$ cat config.mk
export PLATFORM = sky130hd
export DESIGN_NAME = knx_datapoint_encoder
export DESIGN_NICKNAME = d
export VERILOG_FILES = /design/src/rtl/core/knxde_pkg.sv /design/src/rtl/core/knx_datapoint_encoder.sv /design/src/rtl/core/knxde_front.sv /design/src/rtl/core/knxde_norm.sv /design/src/rtl/core/knxde_pack.sv
export SDC_FILE = /design/constraint.sdc
export NUM_CORES = 1
export LEC_CHECK = 0
export BUFFER_PORTS_ARGS = -buffer_cell sky130_fd_sc_hd__buf_2
export CELL_PAD_IN_SITES_DETAIL_PLACEMENT = 0
export CELL_PAD_IN_SITES_GLOBAL_PLACEMENT = 1
export CORE_MARGIN = 5
export CORE_UTILIZATION = 40
export CTS_CLUSTER_SIZE = 8
export DETAILED_ROUTE_END_ITERATION = 10
export PLACE_DENSITY_LB_ADDON = 0.08
export SLEW_MARGIN = 20
export SYNTH_ARGS = -nofsm -noshare
export SYNTH_HDL_FRONTEND = slang
export SYNTH_SLANG_ARGS = --single-unit
$ cat constraint.sdc
create_clock -name clock -period 11.2 [get_ports clock]
set_input_delay 1.12 -clock clock [delete_from_list [all_inputs] [get_ports clock]]
set_output_delay 1.12 -clock clock [all_outputs]
set_load 0.05 [all_outputs]
$ cat src/rtl/core/knxde_pkg.sv
// Shared types, type codes and limits for the KNX datapoint encoder.
`timescale 1ns / 1ps

package knxde_pkg;

   // Datapoint type codes; codes above DPT_FLOAT32 are unknown.
   typedef enum logic [3:0] {
      DPT_BOOL    = 4'd0,
      DPT_CVALUE  = 4'd1,
      DPT_CSTEP   = 4'd2,
      DPT_CHAR    = 4'd3,
      DPT_U8      = 4'd4,
      DPT_S8      = 4'd5,
      DPT_U16     = 4'd6,
      DPT_S16     = 4'd7,
      DPT_FLOAT16 = 4'd8,
      DPT_TIME    = 4'd9,
      DPT_DATE    = 4'd10,
      DPT_U32     = 4'd11,
      DPT_S32     = 4'd12,
      DPT_FLOAT32 = 4'd13
   } dpt_code_type;

   localparam int MAG_W = 27;                 // holds the clamped magnitude 2^26
   localparam int EXP_W = 4;
   localparam int EXP_MAX = 15;
   localparam logic [31:0] F16_POS_LIMIT = 32'd67076096;
   localparam logic [31:0] F16_NEG_LIMIT = 32'd67108864;
   localparam logic [11:0] MANT_POS_MAX = 12'd2047;
   localparam logic [11:0] MANT_NEG_MAX = 12'd2048;

   localparam logic [2:0] LEN_NONE  = 3'd0;
   localparam logic [2:0] LEN_ONE   = 3'd1;
   localparam logic [2:0] LEN_TWO   = 3'd2;
   localparam logic [2:0] LEN_THREE = 3'd3;
   localparam logic [2:0] LEN_FOUR  = 3'd4;

   typedef struct packed {
      logic [3:0]         dpt_type;
      logic [1:0]         apci_bits;
      logic               control_bit;
      logic [2:0]         small_value;
      logic [31:0]        raw_value;
      logic signed [31:0] hundredths;
      logic [7:0]         day_field;
      logic [7:0]         hour_or_month;
      logic [7:0]         minute_or_year;
      logic [7:0]         second_value;
   } req_type;

   typedef struct packed {
      logic       accepted;
      logic [7:0] first_byte;
      logic [7:0] byte_one;
      logic [7:0] byte_two;
      logic [7:0] byte_three;
      logic [7:0] byte_four;
      logic [2:0] payload_length;
   } rsp_type;

   // Stage 1 -> 2: result bytes for every type but float16, plus clamped float.
   typedef struct packed {
      rsp_type            rsp;
      logic               is_float;
      logic               neg;
      logic [MAG_W-1:0]   mag;
   } front_type;

   // Stage 2 -> 3: adds the float16 exponent.
   typedef struct packed {
      front_type          fr;
      logic [EXP_W-1:0]   expo;
   } norm_type;

endpackage

$ cat src/rtl/core/knx_datapoint_encoder.sv
// Top level of the KNX datapoint encoder: three-stage packing pipeline.
`timescale 1ns / 1ps

// Channel   Ports                                   Moves
// req       req_valid, req_ready, req_data          one typed value per transfer
// rsp       rsp_valid, rsp_ready, rsp_data          one packed telegram payload
//
// A req transfer passes the front, norm and pack registers in that order before rsp_valid
// rises. One item enters per cycle while rsp is not stalled.
// Stage 1 decodes and clamps, stage 2 finds the float16 exponent, stage 3 shifts it.
// Each stage holds its own valid bit; a stage advances whenever the next one is
// empty or moving, so bubbles close up and a stall on rsp loses or repeats nothing.
// Synchronous reset clears the valid bits only; payload registers are not reset.

module knx_datapoint_encoder (
   input  logic                clock,
   input  logic                reset,
   input  logic                req_valid,
   output logic                req_ready,
   input  knxde_pkg::req_type  req_data,
   output logic                rsp_valid,
   input  logic                rsp_ready,
   output knxde_pkg::rsp_type  rsp_data
);

   logic                  front_valid, front_ready;
   knxde_pkg::front_type  front_data;
   logic                  norm_valid, norm_ready;
   knxde_pkg::norm_type   norm_data;

   // Decode the type and build all bytes that need no normalization.
   knxde_front u_front (
      .clock     (clock),
      .reset     (reset),
      .in_valid  (req_valid),
      .in_ready  (req_ready),
      .in_data   (req_data),
      .out_valid (front_valid),
      .out_ready (front_ready),
      .out_data  (front_data)
   );

   // Pick the smallest exponent that brings the magnitude into mantissa range.
   knxde_norm u_norm (
      .clock     (clock),
      .reset     (reset),
      .in_valid  (front_valid),
      .in_ready  (front_ready),
      .in_data   (front_data),
      .out_valid (norm_valid),
      .out_ready (norm_ready),
      .out_data  (norm_data)
   );

   // Shift, negate and hold the finished result until the rsp transfer.
   knxde_pack u_pack (
      .clock     (clock),
      .reset     (reset),
      .in_valid  (norm_valid),
      .in_ready  (norm_ready),
      .in_data   (norm_data),
      .out_valid (rsp_valid),
      .out_ready (rsp_ready),
      .out_data  (rsp_data)
   );

endmodule

$ cat src/rtl/core/knxde_front.sv
// Stage 1: type decode, byte packing, time/date reduction and float16 clamp.
`timescale 1ns / 1ps

module knxde_front (
   input  logic                clock,
   input  logic                reset,
   input  logic                in_valid,
   output logic                in_ready,
   input  knxde_pkg::req_type  in_data,
   output logic                out_valid,
   input  logic                out_ready,
   output knxde_pkg::front_type out_data
);

   logic                  valid_ff, valid_in;
   knxde_pkg::front_type  data_ff, data_in;
   logic [31:0]           h_bits, mag32, mag_clamped;
   logic                  neg;

   // Remainder of an 8-bit value by a small constant, restoring steps.
   function automatic logic [7:0] mod_small(input logic [7:0] v, input logic [7:0] m);
      logic [12:0] r;
      logic [12:0] d;
      r = {5'd0, v};
      for (int k = 4; k >= 0; k--) begin
         d = {5'd0, m} << k;
         if (r >= d) begin
            r = r - d;
         end
      end
      return r[7:0];
   endfunction

   always_comb begin
      h_bits = in_data.hundredths;
      neg = h_bits[31];
      mag32 = neg ? (~h_bits + 32'd1) : h_bits;
      if (neg) begin
         mag_clamped = (mag32 > knxde_pkg::F16_NEG_LIMIT) ? knxde_pkg::F16_NEG_LIMIT : mag32;
      end else begin
         mag_clamped = (mag32 > knxde_pkg::F16_POS_LIMIT) ? knxde_pkg::F16_POS_LIMIT : mag32;
      end
   end

   always_comb begin
      data_in = '0;
      data_in.neg = neg;
      data_in.mag = mag_clamped[knxde_pkg::MAG_W-1:0];
      data_in.rsp.accepted = 1'b1;
      data_in.rsp.first_byte = {in_data.apci_bits, 6'd0};
      unique case (in_data.dpt_type) inside
         knxde_pkg::DPT_BOOL: begin
            data_in.rsp.first_byte[0] = in_data.small_value[0];
         end
         knxde_pkg::DPT_CVALUE: begin
            data_in.rsp.first_byte[1:0] = {in_data.control_bit, in_data.small_value[0]};
         end
         knxde_pkg::DPT_CSTEP: begin
            data_in.rsp.first_byte[3:0] = {in_data.control_bit, in_data.small_value};
         end
         knxde_pkg::DPT_CHAR, knxde_pkg::DPT_U8, knxde_pkg::DPT_S8: begin
            data_in.rsp.byte_one = in_data.raw_value[7:0];
            data_in.rsp.payload_length = knxde_pkg::LEN_ONE;
         end
         knxde_pkg::DPT_U16, knxde_pkg::DPT_S16: begin
            data_in.rsp.byte_one = in_data.raw_value[15:8];
            data_in.rsp.byte_two = in_data.raw_value[7:0];
            data_in.rsp.payload_length = knxde_pkg::LEN_TWO;
         end
         knxde_pkg::DPT_FLOAT16: begin
            data_in.is_float = 1'b1;
            data_in.rsp.payload_length = knxde_pkg::LEN_TWO;
         end
         knxde_pkg::DPT_TIME: begin
            data_in.rsp.byte_one = {in_data.day_field[2:0],
                                    5'(mod_small(in_data.hour_or_month, 8'd24))};
            data_in.rsp.byte_two = mod_small(in_data.minute_or_year, 8'd60);
            data_in.rsp.byte_three = mod_small(in_data.second_value, 8'd60);
            data_in.rsp.payload_length = knxde_pkg::LEN_THREE;
         end
         knxde_pkg::DPT_DATE: begin
            data_in.rsp.byte_one = {3'd0, in_data.day_field[4:0]};
            data_in.rsp.byte_two = mod_small(in_data.hour_or_month, 8'd13);
            data_in.rsp.byte_three = mod_small(in_data.minute_or_year, 8'd100);
            data_in.rsp.payload_length = knxde_pkg::LEN_THREE;
         end
         knxde_pkg::DPT_U32, knxde_pkg::DPT_S32, knxde_pkg::DPT_FLOAT32: begin
            data_in.rsp.byte_one = in_data.raw_value[31:24];
            data_in.rsp.byte_two = in_data.raw_value[23:16];
            data_in.rsp.byte_three = in_data.raw_value[15:8];
            data_in.rsp.byte_four = in_data.raw_value[7:0];
            data_in.rsp.payload_length = knxde_pkg::LEN_FOUR;
         end
         default: begin
            // unknown code: drop everything
            data_in.rsp = '0;
         end
      endcase
   end

   assign in_ready = !valid_ff || out_ready;
   assign valid_in = in_ready ? in_valid : valid_ff;

   always_ff @(posedge clock) begin
      if (reset) begin
         valid_ff <= 1'b0;
      end else begin
         valid_ff <= valid_in;
      end
   end

   always_ff @(posedge clock) begin
      if (in_valid && in_ready) begin
         data_ff <= data_in;
      end
   end

   assign out_valid = valid_ff;
   assign out_data = data_ff;

endmodule

$ cat src/rtl/core/knxde_norm.sv
// Stage 2: float16 exponent search over the clamped magnitude.
`timescale 1ns / 1ps

module knxde_norm (
   input  logic                 clock,
   input  logic                 reset,
   input  logic                 in_valid,
   output logic                 in_ready,
   input  knxde_pkg::front_type in_data,
   output logic                 out_valid,
   input  logic                 out_ready,
   output knxde_pkg::norm_type  out_data
);

   logic                            valid_ff, valid_in;
   knxde_pkg::norm_type             data_ff, data_in;
   logic [knxde_pkg::MAG_W-1:0]     lim;
   logic [knxde_pkg::EXP_MAX-1:0]   fits;
   logic [knxde_pkg::EXP_W-1:0]     expo;

   // One independent compare per exponent below EXP_MAX, then take the smallest that fits.
   always_comb begin
      lim = in_data.neg ? knxde_pkg::MAG_W'(knxde_pkg::MANT_NEG_MAX)
                        : knxde_pkg::MAG_W'(knxde_pkg::MANT_POS_MAX);
      for (int e = 0; e < knxde_pkg::EXP_MAX; e++) begin
         fits[e] = in_data.mag <= (lim << e);
      end
      expo = knxde_pkg::EXP_W'(knxde_pkg::EXP_MAX);
      for (int e = knxde_pkg::EXP_MAX - 1; e >= 0; e--) begin
         if (fits[e]) begin
            expo = knxde_pkg::EXP_W'(e);
         end
      end
   end

   always_comb begin
      data_in.fr = in_data;
      data_in.expo = expo;
   end

   assign in_ready = !valid_ff || out_ready;
   assign valid_in = in_ready ? in_valid : valid_ff;

   always_ff @(posedge clock) begin
      if (reset) begin
         valid_ff <= 1'b0;
      end else begin
         valid_ff <= valid_in;
      end
   end

   always_ff @(posedge clock) begin
      if (in_valid && in_ready) begin
         data_ff <= data_in;
      end
   end

   assign out_valid = valid_ff;
   assign out_data = data_ff;

endmodule

$ cat src/rtl/core/knxde_pack.sv
// Stage 3: float16 mantissa shift and final result register.
`timescale 1ns / 1ps

module knxde_pack (
   input  logic                 clock,
   input  logic                 reset,
   input  logic                 in_valid,
   output logic                 in_ready,
   input  knxde_pkg::norm_type  in_data,
   output logic                 out_valid,
   input  logic                 out_ready,
   output knxde_pkg::rsp_type   out_data
);

   logic                         valid_ff, valid_in;
   knxde_pkg::rsp_type           data_ff, data_in;
   logic [knxde_pkg::MAG_W-1:0]  quot;
   logic [10:0]                  mant;
   logic                         sign;

   always_comb begin
      quot = in_data.fr.mag >> in_data.expo;
      mant = in_data.fr.neg ? (~quot[10:0] + 11'd1) : quot[10:0];
      sign = in_data.fr.neg && (quot != '0);
      data_in = in_data.fr.rsp;
      if (in_data.fr.is_float) begin
         data_in.byte_one = {sign, in_data.expo, mant[10:8]};
         data_in.byte_two = mant[7:0];
      end
   end

   assign in_ready = !valid_ff || out_ready;
   assign valid_in = in_ready ? in_valid : valid_ff;

   always_ff @(posedge clock) begin
      if (reset) begin
         valid_ff <= 1'b0;
      end else begin
         valid_ff <= valid_in;
      end
   end

   always_ff @(posedge clock) begin
      if (in_valid && in_ready) begin
         data_ff <= data_in;
      end
   end

   assign out_valid = valid_ff;
   assign out_data = data_ff;

   a_unknown_zero: assert property (@(posedge clock) disable iff (reset)
      valid_ff && !data_ff.accepted |-> data_ff.first_byte == 8'd0
                                        && data_ff.payload_length == knxde_pkg::LEN_NONE)
      else $error("unknown type result carries data");

   a_len_range: assert property (@(posedge clock) disable iff (reset)
      valid_ff |-> data_ff.payload_length <= knxde_pkg::LEN_FOUR)
      else $error("payload length out of range");

   a_unused_zero: assert property (@(posedge clock) disable iff (reset)
      valid_ff && data_ff.payload_length != knxde_pkg::LEN_FOUR |-> data_ff.byte_four == 8'd0)
      else $error("unused payload byte not cleared");

endmodule
Yosys cells after proc, flatten, opt, wreduce, memory -nomap -nowiden
Index checks and enable logic that the tools add are counted.
{"block": "classes", "n_bitwise": 2, "shift": 1, "eq_ne": 13, "reduce_logical": 22, "add_sub_neg": 19, "order_cmp": 34, "n_mux": 57}
{"op": "$le A27 B27 Y1", "n": 15}
{"op": "$mux W13", "n": 24}
{"op": "$mux W27", "n": 3}
{"op": "$ge A13 B7 Y1 const B", "n": 5}
{"op": "$ge A13 B6 Y1 const B", "n": 4}
{"op": "$sub A13 B7 Y13 const B", "n": 4}
{"op": "$sub A8 B8 Y9 const B", "n": 5}
{"op": "$ge A8 B8 Y1 const B", "n": 5}
{"op": "$pmux W8 S5", "n": 1}
{"op": "$add A32 B1 Y32 const B", "n": 1}
{"op": "$gt A32 B26 Y1 const B", "n": 1}
{"op": "$gt A32 B27 Y1 const B", "n": 1}
{"op": "$mux W32", "n": 1}
{"op": "$mux W8", "n": 4}
{"op": "$not A32 Y32", "n": 1}
{"op": "$pmux W8 S4", "n": 1}
{"op": "$reduce_bool A27 Y1", "n": 1}
{"op": "$shr A27 B4 Y27", "n": 1}
{"op": "$ge A13 B5 Y1 const B", "n": 2}
{"op": "$sub A13 B6 Y13 const B", "n": 2}
{"op": "$eq A4 B4 Y1 const B", "n": 6}
{"op": "$mux W4", "n": 6}
{"op": "$pmux W8 S3", "n": 1}
{"op": "$eq A4 B3 Y1 const B", "n": 4}
{"op": "28 further kinds", "n": 49}
{"block": "totals", "register_bits": 197, "inputBits": 110, "out_inout_bits": 46, "word_cells": 185}

Longest topological paths before layout
Gate-level depths: netlist of run 1.
{"block": "depth", "word_depth": 16, "mapped_depth": 19, "ltp_nobuf": 18}

By module
From an unflattened synthesis of run 1, not the netlist that was laid out.
{"block": "hier_totals", "cells_unflattened": 1475, "hier_area_um2": 14709.1}
{"module": "knxde_front", "cells_per_inst": 842, "seq_area_each_um2": 2152.1, "area_per_inst_um2": 7135.6, "n_inst": 1}
{"module": "knxde_norm", "cells_per_inst": 391, "seq_area_each_um2": 2332.2, "area_per_inst_um2": 4470.5, "n_inst": 1}
{"module": "knxde_pack", "cells_per_inst": 242, "seq_area_each_um2": 1341.3, "area_per_inst_um2": 3103.0, "n_inst": 1}

Least setup slack after synthesis of run 1
No wires, ideal clock.
{"block": "synth_timing", "kind": "input to register", "startpoint": "in rsp_ready", "endpoint": "reg u_norm.data_ff, in the netlist u_norm.out_data[0], enable pin", "path_stages": 2, "arrival_ns": 6.665, "setup_slack_ns": 3.912, "n_path_buf": 0, "setup_ns": 0.623, "required_time_ns": 10.577, "cell_sequence": "nor2b_1 > a21boi_0"}
{"block": "synth_via", "elab_chain_cells": 3}
{"element": "start, declared", "line_no": "knx_datapoint_encoder.sv:22", "text": "input logic rsp_ready,"}
{"element": "$logic_or A1 B1 Y1", "line_no": "knxde_pack.sv:32", "text": "assign in_ready = !valid_ff || out_ready;"}
{"element": "$logic_or A1 B1 Y1", "line_no": "knxde_norm.sv:41", "text": "assign in_ready = !valid_ff || out_ready;"}
{"element": "$logic_and A1 B1 Y1", "line_no": "knxde_norm.sv:53", "text": "if (in_valid && in_ready) begin"}
{"element": "end signal, assigned", "line_no": "knxde_norm.sv:54", "text": "data_ff <= data_in;"}
{"element": "end, declared", "line_no": "knxde_norm.sv:16", "text": "knxde_pkg::norm_type data_ff, data_in;"}
Every way passes these cells.
A chain may end at the register's enable or synchronous reset.

==> impl_metrics.py, run 1 <==
metrics = {
    "timing": {
        "maxSlewViolCount": 0,
        "worst_pin_slew_ps": 1070,
        "hold_viol": 0,
        "timing.final.crit_share_pct": 50.2,
        "fin_crit_ps": 5630,
        "setup-tns-final_ps": 0,
        "setup_violations": 0,
        "grt_setup_unrepaired": "no",
        "fmax_mhz": 178,
        "finalClockSkew_ps": 16.1,
        "max_slew_margin_pct": 28.4,
    },
    "place": {
        "place_hpwl_mm": 28.8,
        "portBuffers": 150,
        "gp_congestion": 0.912,
        "dp.cells": 1910,
    },
    "global_routing": {
        "grt-ovfl-total": 0,
        "grt_pass1_vias": 10704,
        "grt_usage_pct": 19.4,
        "grt_pass1_wl_mm": 59.4,
        "grt_antenna_before_repair": 4,
        "grt_max_degree": 76,
    },
    "detailed_routing": {
        "first_pass_iters": 7,
        "drc": 0,
        "antenna_left": 0,
        "routed-via-count": 10947,
        "drt-total-wl_mm": 37.4,
        "drtIter0Drc": 910,
        "via_per_inst": 5.62,
        "wl_per_cell_um": 19.2,
    },
    "die": {
        "dieHeight_um": 194,
        "start_util_pct": 40.5,
        "std_cell_rows": 67,
        "die_w_um": 194,
        "die_area_mm2": 0.0377,
        "core_mm2": 0.0335,
        "pin_count": 156,
    },
    "critical_path": {
        "r2r_slack_ps": 7190,
        "cp.required_ps": 11390,
        "crit_arrival_ps": 5820,
        "crit_fanout": 11,
        "cp-endpoint": "u_front.out_data[51]$_DFFE_PP_",
        "reg2regPathDepth": 14,
        "worstReg2RegStart": "u_front.out_data[27]$_DFFE_PP_",
        "reg2reg_to": "u_norm.out_data[0]$_SDFFCE_PP0P_",
        "start_kind": "primary input",
        "crit_path_end_kind": "flop",
        "crit_type": "primary input to flop",
        "startpoint": "req_data[21]",
    },
    "yosys": {
        "netlist_instances": 1369,
        "syn_area_mm2": 0.0136,
        "yosys.cell_types.count": 97,
        "avgSynthCellArea_um2": 9.92,
        "async_reset_ff_share_pct": 0,
        "ys_warn_count": 0,
        "synth.yosys.seq_area_share_pct": 42.0,
        "synth_edf_count": 188,
        "synth-main-ff-cell": "edfxtp_1",
        "ys_ff_latch": 191,
    },
    "finish": {
        "nNetsFinal": 1671,
        "drive_above_1_share_pct": 17.3,
        "fin_cells": 1948,
        "area_growth_pct": 13.3,
    },
    "worst_hold_path": {
        "hp-class": "flop to flop",
        "min_delay_path_depth": 0,
        "hp-start": "u_norm.out_data[36]$_DFFE_PP_",
    },
    "clocking": {
        "htreeDepth": 4,
        "cts-resized-gates": 0,
        "cts_setup_buffers": 0,
        "path_clk_slew_ps": 80,
        "cts_buffer_depth": 2,
        "cts_tree": "done",
        "clock_latency_ps": 440,
        "cts_hold_buf": 0,
        "cts.sinks": 191,
        "root_buffer": "clkbuf_16",
        "numCtsBuffers": 17,
    },
    "power_and_ir_drop": {
        "ir_drop_mv": 0.102,
        "power.total_w": 0.00193,
        "p_leak_nw": 5.85,
        "power_density_mw_per_mm2": 126,
    },
    "job": {
        "maxCapViolCount": 0,
    },
    "run_status": {
        "status": "completed",
    },
}
[cell usage in the layout (no fill, tap or decap), types with 17 or more instances in the layout]
| cell type | n |
|---|---|
| nand2_1 | 125 |
| and3_1 | 17 |
| ha_1 | 79 |
| nand2b_1 | 24 |
| nand3_1 | 44 |
| xor2_1 | 25 |
| inv_1 | 61 |
| xnor2_1 | 34 |
| nand4_1 | 18 |
| o21ai_0 | 70 |
| buf_2 | 150 |
| edfxtp_1 | 188 |
| clkbuf_16 | 17 |
| mux2i_1 | 30 |
| nor4_1 | 19 |
| a21oi_1 | 94 |
| nor2_1 | 81 |
| nor2b_1 | 27 |
| nor3_1 | 44 |
[per-stage QoR]
step | setup WS [ps] | hold slack [ps] | util, % | area, um2
floorplan | 3910 | 400 | - | 13600
finish | 5570 | 411 | 45.9 | 15400
global route | 5320 | 415 | 45.9 | 15400
CTS | 5710 | 410 | 45.7 | 15300
detailed placement | 5270 | 405 | 43.8 | 14700
global placement | 5230 | 401 | 43.8 | 14700
[worst min path at each step]
stage | endpoint | slack, ps
after floorplan | u_norm.out_data[32]$_DFFE_PP_ | 400
after global placement | u_norm.out_data[33]$_DFFE_PP_ | 400
after detailed placement | u_norm.out_data[42]$_DFFE_PP_ | 400
after CTS | u_pack.out_data[38]$_DFFE_PP_ | 410
after global routing | u_pack.out_data[35]$_DFFE_PP_ | 410
final | u_pack.out_data[3]$_DFFE_PP_ | 410
[sequential cells by signal, indices dropped and copies added (netlist names)]
register / cells
u_front.out_data: 71
u_front.out_valid: 1
u_norm.out_data: 75
u_norm.out_valid: 1
u_pack.out_data: 42
u_pack.out_valid: 1
[cells in the mapped netlist (9+ instances only)]
master	count	area (um2)
clkbuf_1	46	173
or4_1	9	67.6
nor2b_1	28	175
a222oi_1	14	140
xnor2_1	34	298
nand4_1	18	113
ha_1	79	988
o21ai_0	70	350
o211ai_1	13	97.6
nor2_1	81	304
o31ai_1	11	82.6
mux2_2	15	169
mux4_2	15	338
and3_1	17	106
a211oi_1	15	113
a21oi_1	94	470
nand2_1	125	469
mux2i_1	30	300
nand2b_1	24	150
nand3_1	44	220
edfxtp_1	188	5650
nor3_1	44	220
and2_1	15	93.8
a21o_1	14	105
a31oi_1	12	75.1
or3_1	14	87.6
buf_2	11	55.1
xor2_1	25	219
nor4_1	19	119
inv_1	61	229
[metal layers]
metal | up-vias | track usage, % | wire length [um] | share of wire (%)
met5 | - | 0 | 0 | 0
met4 | 0 | 5.81 | 760 | 2.0
met3 | 44 | 2.50 | 1540 | 4.1
met2 | 284 | 28.1 | 16100 | 43
met1 | 5174 | 30.1 | 19000 | 51
li1 | 5445 | - | - | -
[layout make-up]
cell class	count	area [um2]
Antenna cell	5	12.5
Clock buffer	17	425
Clock inverter	15	215
Fill cell	3246	18200
Inverter	63	236
Multi-Input combinational cell	1049	7380
Sequential cell	191	5710
Tap cell	448	561
Timing Repair Buffer	160	846
[worst max-delay path, stage by stage]
cell and delay (ps):
buf_2 180, inv_1 200, ha_1 280, and4b_1 260, a211oi_1 150, o41ai_1 480, o21ai_0 270, ha_1 280
inv_1 130, nand2_1 70, a2111oi_1 490, a2111oi_0 160, nor4b_2 440, o21ai_2 160, a31oi_1 370, maj3_2 310
a22o_1 140, nor3_1 50, a211o_1 280
[logic make-up after synthesis]
family                     share of synthesized area, %
adders and majority gates                          7.36
xor gates and xnor gates                           3.93
AOI/OAI and AO/OA                                  18.1
DFF                                                42.0
muxes                                              6.05
other                                            0.0553
buffers and inverters                              3.89
and+or+nand+nor                                    18.6
[power breakdown]
| group | switching (W) | total, W | internal [W] |
|---|---|---|---|
| registers | 0.0000332 | 0.000870 | 0.000837 |
| logic | 0.000270 | 0.000432 | 0.000162 |
| clock network | 0.000316 | 0.000631 | 0.000314 |
(Power assumes the default switching activity.)
==> inputs of run 2 (changes only) <==
Clock period 11.2 ns to 5.6 ns, I/O delays scaled along.
==> run 2 against run 1 <==
Against the previous run: via count grew 0.58%; critical path depth unchanged; worst setup slack got worse by 5000 ps; critical path type unchanged; final area is 0.30% higher.
==> impl_metrics.py, run 2 (same netlist as run 1, synthesis figures left out) <==
metrics = {
    "run_status": {
        "status": "completed",
    },
    "die": {
        "start_util_pct": 40.5,
        "std_cell_rows": 67,
        "pin_count": 156,
        "core_mm2": 0.0335,
        "dieHeight_um": 194,
        "die_area_mm2": 0.0377,
        "die_w_um": 194,
    },
    "timing": {
        "timing.final.crit_share_pct": 89.2,
        "finalWorstSetupSlack_ps": 602,
        "maxSlewViolCount": 0,
        "fin_crit_ps": 5000,
        "max_slew_margin_pct": 24.1,
        "finalClockSkew_ps": 13.2,
        "grt_setup_unrepaired": "no",
        "hold_viol": 0,
        "setup_violations": 0,
        "fmax_mhz": 200,
        "worst_pin_slew_ps": 1130,
        "setup-tns-final_ps": 0,
    },
    "power_and_ir_drop": {
        "pwr-share-comb_pct": 22.8,
        "seq_power_share_pct": 45.4,
        "p_leak_nw": 5.89,
        "ir_drop_mv": 0.169,
        "p_clk_share_pct": 31.7,
        "p_sw_w": 0.00121,
        "power.total_w": 0.00383,
        "power_density_mw_per_mm2": 248,
        "p_int_w": 0.00262,
        "swShare_pct": 31.7,
    },
    "critical_path": {
        "cp_slowest_cell": "a2111oi_1",
        "crit_arrival_ps": 5180,
        "crit_fanout": 11,
        "reg2regPathDepth": 16,
        "path_buf_inv": 3,
        "cp_cell_sequence": "buf_2 > inv_1 > ha_1 > and4b_1 > a211oi_1 > o41ai_1 > o21ai_0 > ha_1 > inv_1 > nand2_1 > a2111oi_1 > a2111oi_0 > nor4b_2 > o21ai_2 > a31oi_1 > maj3_2 > a22o_1 > nor3_1 > a211o_1",
        "slowest_delay_ps": 480,
        "crit_path_end_kind": "flop",
        "crit_family": "compound AO/OA/AOI/OAI gates",
        "start_kind": "primary input",
        "cp.required_ps": 5780,
        "cp.depth": 19,
        "crit_type": "primary input to flop",
    },
    "clocking": {
        "clock_latency_ps": 430,
        "cts_setup_buffers": 0,
        "numCtsBuffers": 17,
        "htreeDepth": 4,
        "path_clk_slew_ps": 80,
        "root_buffer": "clkbuf_16",
        "cts-resized-gates": 0,
        "cts_tree": "done",
        "cts_buffer_depth": 2,
        "cts.sinks": 191,
        "cts_hold_buf": 0,
    },
    "global_routing": {
        "grt_usage_pct": 19.4,
        "grt-ovfl-total": 0,
        "grt_max_degree": 76,
        "grt_antenna_before_repair": 2,
        "grt_pass1_wl_mm": 59.9,
        "grt_pass1_vias": 10799,
    },
    "finish": {
        "fillers": 3261,
        "area_growth_pct": 13.6,
        "largest_register_ff_count": 75,
        "drive_above_1_share_pct": 17.9,
        "final_cell_mix": "edfxtp_1, buf_2, nand2_1",
        "final_common_cell": "edfxtp_1",
        "nNetsFinal": 1682,
        "final_util_pct": 46.0,
    },
    "job": {
        "maxCapViolCount": 0,
    },
    "detailed_routing": {
        "drt-total-wl_mm": 37.7,
        "first_pass_iters": 5,
        "routed-via-count": 11010,
        "drtIter0Drc": 904,
        "drc": 0,
        "antenna_left": 0,
        "wl_per_cell_um": 19.3,
        "via_per_inst": 5.63,
    },
    "place": {
        "portBuffers": 150,
        "place_hpwl_mm": 29.1,
        "dp_slack_ps": 292,
        "gp_congestion": 0.925,
    },
    "worst_hold_path": {
        "hp-class": "primary input to flop",
        "min_delay_path_depth": 2,
    },
}
run 2: changes by cell type in the layout (fill, tap and decap cells not counted):
cell        delta
buf_4         +11
diode_2        -3
inv_6          -3
clkinv_4       +2
inv_12         -2
buf_12         +1
buf_16         -1
clkinv_2       +1
clkinv_8       +1
clkinvlp_4     +1
inv_16         -1
inv_8          +1
run 2: power by group through the flow:
stage | clock network, W | registers [W] | logic [W]
2_1_floorplan | 0 | 0.00178 | 0.000590
3_3_place_gp | 0 | 0.00177 | 0.000865
3_5_place_dp | 0 | 0.00177 | 0.000867
4_1_cts | 0.00125 | 0.00174 | 0.000872
5_1_grt | 0.00131 | 0.00175 | 0.000968
6_report | 0.00122 | 0.00174 | 0.000874
run 2: area by class of cell:
class                   count  area [um2]  area share, %
clock inverters            15         194           1.26
well taps                 448         561           3.63
multi-input cells        1049        7380           47.8
diodes                      2        5.00         0.0324
inverters                  63         236           1.53
repair buffers            171         921           5.97
flip-flops and latches    191        5710           37.0
clock buffers              17         425           2.76
run 2: metal layers:
metal  share of wire (%)  track usage [%]  routed length, um  vias to the layer above
met4                 1.5             4.97                556                        0
met2                  44             29.0              16500                      284
met1                  51             30.2              19200                     5227
li1                    -                -                  -                     5467
met3                 4.0             1.81               1500                       32
met5                   0                0                  0                        -
run 2: path summary, 6_finish.rpt:
check / from / to / slack [ps]
setup / recovery: req_data[21] / u_front.out_data[51]$_DFFE_PP_ / 600
hold / removal: reset / u_norm.out_valid$_SDFFE_PP0P_ / 320
setup reg to reg: u_front.out_data[27]$_DFFE_PP_ / u_norm.out_data[0]$_SDFFCE_PP0P_ / 1580
hold reg to reg: u_norm.out_data[34]$_DFFE_PP_ / u_pack.out_data[1]$_DFFE_PP_ / 420
run 2: through the flow:
stage / std cells / hold slack [ps] / cell area (um2)
global route: 1956 / 307 / 15400
CTS: 1953 / 299 / 15400
finish: 1956 / 318 / 15400
detailed placement: 1921 / 405 / 14800
floorplan: 1370 / 400 / 13600
global placement: 1921 / 401 / 14800
==> inputs of run 3 (changes only) <==
Settings changed: CTS_BUF_LIST set to sky130_fd_sc_hd__clkbuf_4.
==> run 3 against run 2 <==
Against the previous run: highest routed layer unchanged; largest cell class unchanged; clock power is 37% lower; critical endpoint unchanged; critical path type unchanged; core utilization is 0.88 points lower; non-clock buffer count stayed put; clock skew is 23 ps higher; worst hold slack worse by 190 ps; worst setup slack better by 210 ps; total power is 12% lower; sequential share of layout area is 0.72 points higher; critical path depth stayed put.
==> impl_metrics.py, run 3 (same netlist as run 1, synthesis figures left out) <==
metrics = {
    "timing": {
        "setup_violations": 0,
        "maxSlewViolCount": 0,
        "max_slew_margin_pct": 23.6,
        "finalClockSkew_ps": 35.8,
        "setup-tns-final_ps": 0,
        "hold_viol": 0,
        "fmax_mhz": 209,
        "worst_pin_slew_ps": 1140,
        "fin_crit_ps": 4790,
        "grt_setup_unrepaired": "no",
        "timing.final.crit_share_pct": 85.5,
    },
    "clocking": {
        "root_buffer": "clkbuf_4",
        "cts-resized-gates": 0,
        "numCtsBuffers": 17,
        "cts.sinks": 191,
        "cts_setup_buffers": 0,
        "cts_hold_buf": 0,
        "cts_buffer_depth": 2,
        "clock_latency_ps": 600,
        "cts_tree": "done",
        "htreeDepth": 4,
        "path_clk_slew_ps": 190,
    },
    "detailed_routing": {
        "drtIter0Drc": 937,
        "via_per_inst": 5.61,
        "antenna_left": 0,
        "wl_per_cell_um": 19.2,
        "drc": 0,
        "first_pass_iters": 7,
        "routed-via-count": 10983,
        "drt-total-wl_mm": 37.6,
    },
    "power_and_ir_drop": {
        "p_clk_share_pct": 22.8,
        "p_leak_nw": 5.76,
        "seq_power_share_pct": 51.4,
        "power_density_mw_per_mm2": 224,
        "pwr-share-comb_pct": 25.8,
        "p_int_w": 0.00222,
        "p_sw_w": 0.00116,
        "ir_drop_mv": 0.112,
        "swShare_pct": 34.4,
    },
    "finish": {
        "drive_above_1_share_pct": 17.9,
        "largest_register_ff_count": 75,
        "nNetsFinal": 1682,
        "final_cell_mix": "edfxtp_1, buf_2, nand2_1",
        "fillers": 3303,
        "final_common_cell": "edfxtp_1",
        "area_growth_pct": 11.5,
        "fin_area_mm2": 0.0151,
    },
    "die": {
        "pin_count": 156,
        "std_cell_rows": 67,
        "start_util_pct": 40.5,
        "die_w_um": 194,
        "core_mm2": 0.0335,
        "die_area_mm2": 0.0377,
        "dieHeight_um": 194,
    },
    "critical_path": {
        "slowest_delay_ps": 470,
        "crit_path_end_kind": "flop",
        "cp_slowest_cell": "a2111oi_1",
        "crit_arrival_ps": 5150,
        "cp_cell_sequence": "buf_2 > inv_1 > ha_1 > and4b_1 > a211oi_1 > o41ai_1 > o21ai_0 > ha_1 > inv_1 > nand2_1 > a2111oi_1 > a2111oi_0 > nor4b_2 > o21ai_2 > a31oi_1 > maj3_2 > a22o_1 > nor3_1 > a211o_1",
        "start_kind": "primary input",
        "crit_fanout": 11,
        "cp.required_ps": 5960,
        "crit_type": "primary input to flop",
    },
    "place": {
        "place_hpwl_mm": 29.1,
        "portBuffers": 150,
        "place_area_mm2": 0.0148,
        "gp_congestion": 0.925,
    },
    "worst_hold_path": {
        "hp-class": "primary input to flop",
    },
    "run_status": {
        "status": "completed",
    },
    "global_routing": {
        "grt-ovfl-total": 0,
        "grt_usage_pct": 19.4,
        "grt_max_degree": 76,
        "grt_antenna_before_repair": 3,
        "grt_pass1_vias": 10761,
        "grt_pass1_wl_mm": 59.7,
    },
    "job": {
        "maxCapViolCount": 0,
    },
}
## run 3: routing by layer
| metal | share of wire [%] | vias to the layer above | wire length, um | global-route usage (%) |
|---|---|---|---|---|
| met1 | 51 | 5205 | 19200 | 30.0 |
| li1 | - | 5462 | - | - |
| met5 | 0 | - | 0 | 0 |
| met3 | 3.7 | 39 | 1380 | 2.17 |
| met2 | 44 | 277 | 16500 | 29.0 |
| met4 | 1.5 | 0 | 571 | 4.84 |
## run 3: power by group through the flow
| stage | sequential (W) | combinational, W | clock [W] |
|---|---|---|---|
| 6_report | 0.00174 | 0.000874 | 0.000770 |
| 5_1_grt | 0.00175 | 0.000968 | 0.000859 |
| 4_1_cts | 0.00174 | 0.000871 | 0.000803 |
| 3_5_place_dp | 0.00177 | 0.000867 | 0 |
| 3_3_place_gp | 0.00177 | 0.000865 | 0 |
| 2_1_floorplan | 0.00178 | 0.000590 | 0 |
## run 3: path summary, 6_finish.rpt
kind                                      start                                to  slack (ps)  cells after the start
min reg2reg  u_front.out_data[34]$_SDFFCE_PP0P_     u_norm.out_data[38]$_DFFE_PP_         430                      0
max reg2reg      u_front.out_data[27]$_DFFE_PP_  u_norm.out_data[0]$_SDFFCE_PP0P_        1620                     16
max                                req_data[21]    u_front.out_data[51]$_DFFE_PP_         810                     19
min                                       reset     u_norm.out_valid$_SDFFE_PP0P_         130                      2
## run 3: final cells by class
class	instances	area, um2	area share, %
Inverter	63	236	1.56
Multi-Input combinational cell	1049	7380	48.8
Antenna cell	3	7.51	0.0496
Sequential cell	191	5710	37.7
Tap cell	448	561	3.70
Timing Repair Buffer	171	921	6.09
Clock inverter	15	194	1.28
Clock buffer	17	128	0.843
## run 3: stage by stage
step / std cells / setup WS (ps) / total power, W / utilization, % / hold WS, ps
6_report: 1957 / 811 / 0.00339 / 45.1 / 132
5_1_grt: 1957 / 501 / 0.00358 / 45.1 / 66.8
4_1_cts: 1953 / 934 / 0.00342 / 45.0 / 80.6
3_5_place_dp: 1921 / 292 / 0.00264 / 44.1 / 405
3_3_place_gp: 1921 / 340 / 0.00264 / 44.1 / 401
2_1_floorplan: 1370 / 732 / 0.00237 / - / 400
## run 3: critical path, delay by kind of cell
| family | cells | cell delay, ps |
|---|---|---|
| simple gates | 4 | 780 |
| compound gates | 9 | 2450 |
| fa+ha+maj | 3 | 840 |
| buf+inv | 3 | 490 |
